--- src/rtl/msbb_pkg.sv ---
// Shared types, constants and helper functions of the bit stream buffer.
package msbb_pkg;

    localparam int BUFFER_BYTES = 256;
    localparam int ADDR_W       = $clog2(BUFFER_BYTES);
    localparam int CAP_BITS     = BUFFER_BYTES * 8;
    // Fill position in bits; it must hold the capacity itself.
    localparam int POS_W        = ADDR_W + 4;
    localparam int START_W      = 11;
    localparam int SUM_W        = ((POS_W > START_W) ? POS_W : START_W) + 1;

    // A field of up to 32 bits at any bit offset spans at most five bytes.
    localparam int WIN_BYTES    = 5;
    localparam int WIN_W        = WIN_BYTES * 8;
    localparam logic [2:0] LAST_STEP = 3'(WIN_BYTES);

    localparam logic [1:0] MODE_APPEND = 2'd0;
    localparam logic [1:0] MODE_READ   = 2'd1;
    localparam logic [1:0] MODE_REWIND = 2'd2;

    localparam logic [1:0] STATUS_OK       = 2'd0;
    localparam logic [1:0] STATUS_OVERFLOW = 2'd1;
    localparam logic [1:0] STATUS_BEYOND   = 2'd2;

    typedef enum logic [2:0] {
        S_IDLE,
        S_CHECK,
        S_MASK,
        S_ACCESS,
        S_EXTRACT,
        S_DONE
    } state_t;

    typedef enum logic {
        SHIFT_UP,
        SHIFT_DOWN
    } shift_dir_t;

    typedef logic [WIN_BYTES-1:0][7:0] win_t;

    typedef struct packed {
        logic              rd_en;
        logic [ADDR_W-1:0] rd_addr;
        logic              wr_en;
        logic [ADDR_W-1:0] wr_addr;
        logic [7:0]        wr_data;
    } store_req_t;

    function automatic logic [5:0] clamp_count(input logic [5:0] raw);
        return (raw > 6'd32) ? 6'd32 : raw;
    endfunction

    // Ones in the low n bit positions, for n from 0 to 32.
    function automatic logic [31:0] low_mask(input logic [5:0] n);
        logic [31:0] m;
        for (int i = 0; i < 32; i++)
        begin
            m[i] = (6'(i) < n);
        end
        return m;
    endfunction

endpackage

--- src/rtl/msbb_shift.sv ---
// Shared barrel shifter used for field alignment, mask building and extraction.
module msbb_shift (
    input  logic [msbb_pkg::WIN_W-1:0] din,
    input  logic [5:0]                 amount,
    input  msbb_pkg::shift_dir_t       dir,
    output logic [msbb_pkg::WIN_W-1:0] dout
);
    import msbb_pkg::*;

    always_comb
    begin
        case (dir)
            SHIFT_UP:   dout = din << amount;
            SHIFT_DOWN: dout = din >> amount;
            default:    dout = din;
        endcase
    end

endmodule

--- src/rtl/msbb_store.sv ---
// Byte store with one read and one write port; bytes never written read as zero.
module msbb_store (
    input  logic                 clk,
    input  logic                 rst_n,
    input  msbb_pkg::store_req_t req,
    output logic [7:0]           rd_data
);
    import msbb_pkg::*;

    logic [7:0]              mem_array [BUFFER_BYTES];
    logic [BUFFER_BYTES-1:0] valid_reg;
    logic [7:0]              rd_word_reg;
    logic                    rd_hit_reg;

    always_ff @(posedge clk)
    begin
        if (req.wr_en)
        begin
            mem_array[req.wr_addr] <= req.wr_data;
        end
        if (req.rd_en)
        begin
            rd_word_reg <= mem_array[req.rd_addr];
        end
    end

    always_ff @(posedge clk or negedge rst_n)
    begin
        if (!rst_n)
        begin
            valid_reg  <= '0;
            rd_hit_reg <= 1'b0;
        end
        else
        begin
            if (req.wr_en)
            begin
                valid_reg[req.wr_addr] <= 1'b1;
            end
            if (req.rd_en)
            begin
                rd_hit_reg <= valid_reg[req.rd_addr];
            end
        end
    end

    assign rd_data = rd_hit_reg ? rd_word_reg : 8'd0;

endmodule

--- src/rtl/msb_first_bitstream_buffer.sv ---
// Top level of the MSB-first bit stream buffer: sequencer, datapath and assertions.
//
// Usage: drive mode, bit_count, field_value and start_position and raise start
// while busy is low; the command is taken at that clock edge and busy rises.
// Exactly one result beat follows: read_data, fill_level and status are valid
// in the single cycle in which done is high, and busy falls in the next cycle.
// The receiver cannot stall the block; it must take the beat when done is high.
//
// Sequencing: a command walks over the five stored bytes of the window that
// holds its field, one byte per cycle through the byte store, with a
// read-modify-write overlap for appends. Appends pass through CHECK, MASK,
// ACCESS and DONE; reads through CHECK, ACCESS, EXTRACT and DONE. Rewind,
// rejected and unused commands go from CHECK straight to DONE. A new command
// is taken only after the result beat, once busy is low. One shared barrel
// shifter aligns the field, builds the write mask and extracts read data.
//
// Reset clears the fill position and the sequencer. The store reads as all
// zero after reset through per-byte valid bits, so no clearing pass is needed.
module msb_first_bitstream_buffer (
    input  logic        clk,
    input  logic        rst_n,
    input  logic        start,
    output logic        busy,
    input  logic [1:0]  mode,
    input  logic [5:0]  bit_count,
    input  logic [31:0] field_value,
    input  logic [10:0] start_position,
    output logic        done,
    output logic [31:0] read_data,
    output logic [11:0] fill_level,
    output logic [1:0]  status
);
    import msbb_pkg::*;

    state_t              state_reg, state_next;
    logic [2:0]          step_reg, step_next;
    logic [POS_W-1:0]    wp_reg, wp_next;
    logic [1:0]          mode_reg, mode_next;
    logic [5:0]          cnt_reg, cnt_next;
    logic [31:0]         value_reg, value_next;
    logic [START_W-1:0]  pos_reg, pos_next;
    logic [ADDR_W-1:0]   base_reg, base_next;
    logic [5:0]          sh_reg, sh_next;
    win_t                data_reg, data_next;
    win_t                mask_reg, mask_next;
    logic [31:0]         read_data_reg, read_data_next;
    logic [1:0]          status_reg, status_next;

    logic [WIN_W-1:0]    shift_din, shift_dout;
    logic [5:0]          shift_amt;
    shift_dir_t          shift_dir;
    store_req_t          store_req;
    logic [7:0]          store_rd;

    logic [2:0]          offset;
    logic [5:0]          sh_calc;
    logic                ovf_append, ovf_read;
    logic [SUM_W-1:0]    pos_wide;
    logic [POS_W+11:0]   fill_wide;

    msbb_shift u_shift (
        .din    (shift_din),
        .amount (shift_amt),
        .dir    (shift_dir),
        .dout   (shift_dout)
    );

    msbb_store u_store (
        .clk     (clk),
        .rst_n   (rst_n),
        .req     (store_req),
        .rd_data (store_rd)
    );

    assign offset     = (mode_reg == MODE_APPEND) ? wp_reg[2:0] : pos_reg[2:0];
    assign sh_calc    = 6'(WIN_W) - {3'd0, offset} - cnt_reg;
    assign ovf_append = ({1'b0, wp_reg} + (POS_W+1)'(cnt_reg)) > (POS_W+1)'(CAP_BITS);
    assign ovf_read   = (SUM_W'(pos_reg) + SUM_W'(cnt_reg)) > SUM_W'(CAP_BITS);
    assign pos_wide   = SUM_W'(pos_reg);
    assign fill_wide  = {12'd0, wp_reg};

    // Next-state logic of the sequencer.
    always_comb
    begin
        state_next = state_reg;
        case (state_reg)
            S_IDLE:
            begin
                if (start)
                begin
                    state_next = S_CHECK;
                end
            end
            S_CHECK:
            begin
                case (mode_reg)
                    MODE_APPEND: state_next = ovf_append ? S_DONE : S_MASK;
                    MODE_READ:   state_next = ovf_read ? S_DONE : S_ACCESS;
                    default:     state_next = S_DONE;
                endcase
            end
            S_MASK:
            begin
                state_next = S_ACCESS;
            end
            S_ACCESS:
            begin
                if (step_reg == LAST_STEP)
                begin
                    state_next = (mode_reg == MODE_APPEND) ? S_DONE : S_EXTRACT;
                end
            end
            S_EXTRACT:
            begin
                state_next = S_DONE;
            end
            S_DONE:
            begin
                state_next = S_IDLE;
            end
            default:
            begin
                state_next = S_IDLE;
            end
        endcase
    end

    // Datapath and store control for each sequencer state.
    always_comb
    begin
        logic [2:0] byte_idx;
        logic [2:0] byte_sel;
        logic [7:0] mbyte;

        step_next      = step_reg;
        wp_next        = wp_reg;
        mode_next      = mode_reg;
        cnt_next       = cnt_reg;
        value_next     = value_reg;
        pos_next       = pos_reg;
        base_next      = base_reg;
        sh_next        = sh_reg;
        data_next      = data_reg;
        mask_next      = mask_reg;
        read_data_next = read_data_reg;
        status_next    = status_reg;

        shift_din = {8'd0, value_reg};
        shift_amt = sh_calc;
        shift_dir = SHIFT_UP;
        store_req = '0;

        byte_idx = step_reg - 3'd1;
        byte_sel = 3'(WIN_BYTES - 1) - byte_idx;
        mbyte    = mask_reg[byte_sel];

        case (state_reg)
            S_IDLE:
            begin
                if (start)
                begin
                    mode_next  = mode;
                    cnt_next   = clamp_count(bit_count);
                    value_next = field_value;
                    pos_next   = start_position;
                end
            end
            S_CHECK:
            begin
                sh_next        = sh_calc;
                step_next      = 3'd0;
                read_data_next = 32'd0;
                status_next    = STATUS_OK;
                case (mode_reg)
                    MODE_APPEND:
                    begin
                        if (ovf_append)
                        begin
                            status_next = STATUS_OVERFLOW;
                        end
                        else
                        begin
                            base_next = wp_reg[ADDR_W+2:3];
                            wp_next   = wp_reg + POS_W'(cnt_reg);
                            data_next = shift_dout;
                        end
                    end
                    MODE_READ:
                    begin
                        if (ovf_read)
                        begin
                            status_next = STATUS_BEYOND;
                        end
                        else
                        begin
                            base_next = pos_wide[ADDR_W+2:3];
                        end
                    end
                    MODE_REWIND:
                    begin
                        wp_next = '0;
                    end
                    default:
                    begin
                    end
                endcase
            end
            S_MASK:
            begin
                shift_din = {8'd0, low_mask(cnt_reg)};
                shift_amt = sh_reg;
                mask_next = shift_dout;
            end
            S_ACCESS:
            begin
                step_next         = step_reg + 3'd1;
                store_req.rd_en   = (step_reg != LAST_STEP);
                store_req.rd_addr = base_reg + ADDR_W'(step_reg);
                // The byte read in the previous cycle is merged or captured now.
                if (step_reg != 3'd0)
                begin
                    if (mode_reg == MODE_APPEND)
                    begin
                        store_req.wr_en   = (mbyte != 8'd0);
                        store_req.wr_addr = base_reg + ADDR_W'(byte_idx);
                        store_req.wr_data = (store_rd & ~mbyte) | (data_reg[byte_sel] & mbyte);
                    end
                    else
                    begin
                        data_next[byte_sel] = store_rd;
                    end
                end
            end
            S_EXTRACT:
            begin
                shift_din      = data_reg;
                shift_amt      = sh_reg;
                shift_dir      = SHIFT_DOWN;
                read_data_next = shift_dout[31:0] & low_mask(cnt_reg);
            end
            S_DONE:
            begin
            end
            default:
            begin
            end
        endcase
    end

    always_ff @(posedge clk or negedge rst_n)
    begin
        if (!rst_n)
        begin
            state_reg <= S_IDLE;
            step_reg  <= 3'd0;
            wp_reg    <= '0;
        end
        else
        begin
            state_reg <= state_next;
            step_reg  <= step_next;
            wp_reg    <= wp_next;
        end
    end

    always_ff @(posedge clk)
    begin
        mode_reg      <= mode_next;
        cnt_reg       <= cnt_next;
        value_reg     <= value_next;
        pos_reg       <= pos_next;
        base_reg      <= base_next;
        sh_reg        <= sh_next;
        data_reg      <= data_next;
        mask_reg      <= mask_next;
        read_data_reg <= read_data_next;
        status_reg    <= status_next;
    end

    assign busy       = (state_reg != S_IDLE);
    assign done       = (state_reg == S_DONE);
    assign read_data  = read_data_reg;
    assign status     = status_reg;
    assign fill_level = fill_wide[11:0];

    // The store is only written while an append walks over its bytes.
    assert property (@(posedge clk) disable iff (!rst_n)
        store_req.wr_en |-> (state_reg == S_ACCESS) && (mode_reg == MODE_APPEND))
        else $error("store written outside an append");

    // The fill position never passes the capacity.
    assert property (@(posedge clk) disable iff (!rst_n)
        {1'b0, wp_reg} <= (POS_W+1)'(CAP_BITS))
        else $error("fill position beyond capacity");

    // A result beat is followed by a free cycle for the next command.
    assert property (@(posedge clk) disable iff (!rst_n)
        done |=> !busy)
        else $error("busy held after a result beat");

    // A rejected command never returns data.
    assert property (@(posedge clk) disable iff (!rst_n)
        (done && (status != STATUS_OK)) |-> (read_data == 32'd0))
        else $error("data returned with an error status");

endmodule
--- config.mk ---
export PLATFORM = sky130hd
export DESIGN_NAME = msb_first_bitstream_buffer
export DESIGN_NICKNAME = d
export VERILOG_FILES = /design/src/rtl/msbb_pkg.sv /design/src/rtl/msbb_shift.sv /design/src/rtl/msbb_store.sv /design/src/rtl/msb_first_bitstream_buffer.sv
export SDC_FILE = /design/constraint.sdc
export NUM_CORES = 2
export LEC_CHECK = 0
export BUFFER_PORTS_ARGS = -buffer_cell sky130_fd_sc_hd__buf_2
export CORE_AREA = 2 2 605 607
export DETAILED_ROUTE_END_ITERATION = 7
export DIE_AREA = 0 0 607 609
export PLACE_DENSITY = 0.52
export SYNTH_ARGS = -nofsm -noshare
export SYNTH_HDL_FRONTEND = slang
export SYNTH_SLANG_ARGS = --single-unit
--- constraint.sdc ---
create_clock -name clk -period 27.1 [get_ports clk]
set_input_delay 5.42 -clock clk [delete_from_list [all_inputs] [get_ports clk]]
set_output_delay 5.42 -clock clk [all_outputs]
set_load 0.02 [all_outputs]
Word-level counts from Yosys, hierarchy flattened

Memory sizes are Yosys's and may differ from the RTL's. A register that Yosys moved wholly into a read port is not among the register bits.
Cells that the tools add are included.

Bits in registers: 454
Bits in latches: 0
Memory bits (writable): 2,048
Bits in read-only memories: 0
Output and inout port bits: 48
Memories: 1

Memories:

| memory            | depth | bits a word | read ports | clocked after memory_dff | write ports | RTL line         | text |
|---|---|---|---|---|---|---|---|
| u_store.mem_array | 256   | 8           | 1          | 1                        | 1           | msbb_store.sv:10 | `logic [7:0] mem_array [BUFFER_BYTES];` |

Add/sub/neg operators: 10
Multiply operators: 0
Div/mod/pow operators: 0
$lt $le $gt $ge: 40
Eq/ne operators: 17
Shift-type cells: 2
Muxes and demuxes: 44
Bitwise logic cells: 7
Reduce and logical (&&, ||, !) cells: 17

Operator list:

| kind               | number |
|---|---|
| $or 256x256->256   | 1 |
| $pmux 40 s2        | 3 |
| $mux 40            | 4 |
| $lt 5x6->1 const A | 16 |
| $pmux 32 s2        | 1 |
| $bmux 8 s3         | 2 |
| $lt 4x6->1 const A | 8 |
| $mux 8             | 6 |
| $bwmux 40          | 1 |
| $shl 40x6->40      | 1 |
| $shr 40x6->40      | 1 |
| $mux 17            | 2 |
| $and 32x32->32     | 1 |
| $mux 26            | 1 |
| $demux 8 s3        | 1 |
| $lt 3x6->1 const A | 4 |
| $pmux 12 s2        | 1 |
| $lt 8x9->1 const B | 2 |
| $add 8x3->8        | 2 |
| $and 8x8->8        | 2 |
| $ne 2x2->1 const B | 8 |
| $pmux 8 s2         | 1 |
| $mux 3             | 5 |
| $pmux 3 s5         | 1 |
| 44 further kinds   | 62 |

Logic depth before layout (Yosys ltp)

Depth after elaboration: 15
Gate-level depth with buffers: 20

Cells and area by module

Synthesis repeated with hierarchy kept, for this count alone.

Cell total of the unflattened synthesis: 5,757
Area total of the unflattened synthesis: 103,818.3 sq um

Modules (own cells, without submodules):

| module                     | times used | cells each | area an instance (sq um) | seq. area each (sq um) |
|---|---|---|---|---|
| msbb_store                 | 1          | 4,286      | 88,697.6                 | 68,170.4 |
| msb_first_bitstream_buffer | 1          | 890        | 10,188.5                 | 5,825.6 |
| msbb_shift                 | 1          | 581        | 4,932.2                  | 0.0 |

Worst setup path after synthesis

No wires, ideal clock.

Path type: reg-to-reg
Start: register step_reg[0]
End: memory u_store.mem_array[0][6], data pin
Library setup time: 2,246 ps
Data arrival time: 12,909 ps
Path slack: 11,945 ps
Cell stages (with the launch flop): 12
Period minus slack after synthesis: 15,155 ps
Path through: dfrtp_1 > buf_1 > inv_1 > ha_1 > buf_2 > buf_2 > inv_2 > nor2_1 > clkbuf_1 > and3_1 > a21oi_1 > a211oi_1

RTL lines:

| element                | RTL line                          | text |
|---|---|---|
| start, declared        | msb_first_bitstream_buffer.sv:36  | `logic [2:0] step_reg, step_next;` |
| start signal, assigned | msb_first_bitstream_buffer.sv:261 | `step_reg <= step_next;` |
| end, declared          | msbb_store.sv:10                  |  |

Worst setup path in the final report

Start: register base_reg[0]
End: register u_store.rd_word_reg[6], read port of u_store.mem_array, data pin

Longest elaborated chain between the ends: 2

RTL lines:

| element                | RTL line                          | text |
|---|---|---|
| start, declared        | msb_first_bitstream_buffer.sv:42  | `logic [ADDR_W-1:0] base_reg, base_next;` |
| start signal, assigned | msb_first_bitstream_buffer.sv:272 | `base_reg <= base_next;` |
| $add 8x3->8            | msb_first_bitstream_buffer.sv:218 | `store_req.rd_addr = base_reg + ADDR_W'(step_reg);` |
| $mux 26                | msb_first_bitstream_buffer.sv:157 | `case (state_reg)` |
| end, declared          | msbb_store.sv:12                  | `logic [7:0] rd_word_reg;` |

Every way passes these cells.
A chain may end at the register's enable or synchronous reset.

==> results.md <==
- Critical path required time: 27.83 ns
- Synth Flop Type: edfxtp_1
- Post-synth EDFFs: 2235
- Switching pwr: 5.37 mW
- Post-cts resize count: 0
- Total Wirelength: 380000 um
- RSZ-0062 raised after global routing: no
- WHS Path Cells: 1
- Pwr per Cell Area: 108 nW/um^2
- Crit Path Max Fanout: 76
- Sequential area share after synthesis: 68.2%
- Uppermost layer routed: met5
- Yosys warns: 0
- Drt wl/cell: 27.9 um
- Vert. Die Dim: 609 um
- Area grow syn2layout: 13.5%
- Hold WC Path Type: flip-flop to flip-flop
- Avg Synthesized Cell Area: 12.4 sq um
- Starting Density: 29.8%
- Skew final: 0.0723 ns
- R2R cell count: 19
- Worst path cell trace: ha_1 > inv_1 > fa_1 > xnor2_2 > buf_4 > and2_4 > buf_4 > buf_4 > buf_4 > buf_4 > buf_4 > nand2_1 > and3_1 > a311oi_1 > a311oi_1 > o21ai_0 > nand4_1 > or4_1 > nor4_1
- Worst slew margin: 9.52%
- Dpl cells: 13.1k
- Synthesized area: 108000 sq um
- Clk slew on worst S/H paths: 0.06 ns
- Post-DP HPWL: 229000 um
- R2R Path Start: base_reg[0]
- Wire length on met1: 162000 um
- #FFs+latches synth: 2510
- Gate Count Post-Synth: 8724
- Syn Nets: 8814
- Input/output buffers: 101
- Data arrival, critical path: 8.89 ns
- Clock Power Share: 28.5%
- Max FFs per register: 2048
- Final net count: 8680
- DR vias: 76.2k
- Finished Layout Cells: 13.6k
- DRT iter0 DRCs: 8975
- Worst reg-to-reg setup slack: 18.94 ns
- CTS tree: done
- CTS Root Cell: clkbuf_16
- DR WL met3: 29200 um
- Hold_buf cts: 0
- Critical path class: flip-flop to flip-flop
- H-tree depth: 5
- CTS Buffer Depth: 4
- Crit share post-route: 30.1%
- Setup TNS: 0 ns
- Vias per inst: 5.59
- Hold-critical path endpoint: u_store.valid_reg[195]
- CP max stage cell: buf_4
- FILL cells: 35.6k
- Max cap viols: 0
- Core area: 364000 sq um
- Post-CTS setup repair buffer count: 0
- Pre-antenna DRT Iters: 6
- Clk sinks: 2510
- Kind of start point of the critical path: flip-flop
- Status: completed
- Lkg Pwr: 44.6 nW
- Peak supply drop: 0.119 mV
- Largest net degree at the start of global routing: 197
- ANT nets after route: 0
- Sw Ratio: 40.3%
- Initial antenna violation count: 15
- Critical R2R Capture: u_store.rd_word_reg[6]
- Sequential power share: 33.4%
- Most Frequent Cell on Critical Path: buf_4
- Final max-slew violation count: 0
- Worst skew pair latency: 0.92 ns
- Minimum clock period: 8.16 ns
- Num ports: 102
- GRT Total Usage: 19.9%
- Grt ovf: 0
- Hold Startpoint: u_store.valid_reg[195]
- Post-synth ARST share: 11.0%
- Die Area: 370000 sq um
- Vias in the first global route: 73.1k
- Metal2 WL: 174000 um
- # DRC: 0
- Final hold violations: 0
- First-pass GRT wire length: 544000 um
- Combinational power share: 38.1%
- P_int: 7.97 mW
- Cell variety after synth: 94
- Worst slew pin tran: 1.35 ns
- Die Wd: 607 um
- CTS Buf Count: 277
- Share of layout cells above drive strength 1: 9.34%
- Setup-failing EPs final: 0
- Final GP Congestion: 0.925
- Cell Rows: 222
- CP peak stage delay: 0.82 ns
- Endpoint class of the critical path: flip-flop
- Fmax achieved: 0.123 GHz
## Yosys cell counts, drive strengths merged, types with 25 or more instances
| cell type | n | area, sq um |
|---|---|---|
| nor3 | 99 | 495 |
| or2 | 262 | 1640 |
| mux2i | 96 | 965 |
| nor2 | 456 | 1720 |
| nand3 | 794 | 3970 |
| nor4 | 28 | 175 |
| inv | 43 | 161 |
| and3 | 117 | 732 |
| a211oi | 43 | 335 |
| o311ai | 31 | 272 |
| edfxtp | 2235 | 67100 |
| a21oi | 245 | 1230 |
| mux2 | 38 | 428 |
| nand4 | 25 | 156 |
| nand2 | 1340 | 5030 |
| dfrtp | 275 | 6880 |
| o221ai | 232 | 2030 |
| or3 | 338 | 2110 |
| o211ai | 344 | 2580 |
| a311oi | 162 | 1420 |
| ha | 31 | 388 |
| o21ai | 269 | 1350 |
| buf | 250 | 1190 |
| clkbuf | 446 | 1680 |
| a31oi | 83 | 519 |
| o22ai | 57 | 363 |
## critical path, delay by kind of cell, from the launching register on
family	cells	cell delay, ns
buffers and inverters	7	3.87
and+or+nand+nor	6	2.10
DFF	1	0.39
xor gates and xnor gates	1	0.14
AOI/OAI and AO/OA	3	0.54
adders and majority gates	2	0.61
## final cells by class
class / count / area (sq um) / share of cell area (%)
Inverter: 44 / 173 / 0.140
Timing Repair Buffer: 283 / 2070 / 1.68
Tap cell: 4816 / 6030 / 4.90
Multi-Input combinational cell: 5474 / 31700 / 25.8
Antenna cell: 10 / 25.0 / 0.0203
Clock buffer: 369 / 7630 / 6.20
Sequential cell: 2510 / 74000 / 60.1
Clock inverter: 136 / 1410 / 1.15
## metal layers
metal / global-route usage, % / up-vias
met1: 27.7 / 39100
met4: 7.62 / 6
met3: 3.30 / 634
met2: 31.0 / 3440
li1: - / 33000
met5: 0 / -
## power groups by stage
| stage | registers [mW] | logic, mW | clock network [mW] |
|---|---|---|---|
| finish | 4.46 | 5.09 | 3.80 |
| detailed placement | 4.54 | 4.96 | 0 |
| floorplan | 4.52 | 2.97 | 0 |
| CTS | 4.46 | 4.98 | 3.85 |
| global route | 4.47 | 5.33 | 4.00 |
| global placement | 4.54 | 4.97 | 0 |
## how the worst max path moves through the flow
stage / startpoint / endpoint / slack, ns / cells after the start
floorplan: step_reg[0] / u_store.mem_array[0][6] / 11.94 / 11
global placement: base_reg[0] / u_store.rd_word_reg[6] / 19.11 / 19
detailed placement: base_reg[0] / u_store.rd_word_reg[6] / 19.05 / 19
CTS: state_reg[2] / done / 19.07 / 4
global route: base_reg[0] / u_store.rd_word_reg[6] / 18.62 / 19
finish: base_reg[0] / u_store.rd_word_reg[6] / 18.94 / 19
## through the flow
step	setup WS (ns)	cell area [sq um]	hold WS (ns)	power, mW	utilization [%]
floorplan	11.94	108000	0.424	7.49	-
global placement	19.11	114000	0.440	9.51	31.3
detailed placement	19.05	114000	0.444	9.50	31.3
CTS	19.07	123000	0.460	13.3	33.8
global route	18.62	123000	0.467	13.8	33.8
finish	18.94	123000	0.456	13.3	33.8
## cell families after synthesis
logic type | synth area share [%]
flip-flops | 68.2
multiplexers | 1.72
buffers and inverters | 2.79
AO/OA/AOI/OAI | 11.0
AND/OR/NAND/NOR | 15.6
XOR/XNOR | 0.233
adder cells (fa/ha/maj) | 0.450
## cells in the final DEF (no fill, tap or decap), types with 65 or more instances in the layout
cell type,count
nand2_1,1321
edfxtp_1,2235
buf_4,167
or2_1,250
buf_2,100
o21ai_0,198
nor3_1,96
a31oi_1,83
clkbuf_1,65
a21oi_1,238
nand3_1,794
and3_1,115
dfrtp_1,275
clkbuf_16,284
o21ai_1,69
a311oi_1,161
mux2i_1,95
o211ai_1,344
nor2_1,448
or3_1,338
o221ai_1,232
(Power assumes the default switching activity.)
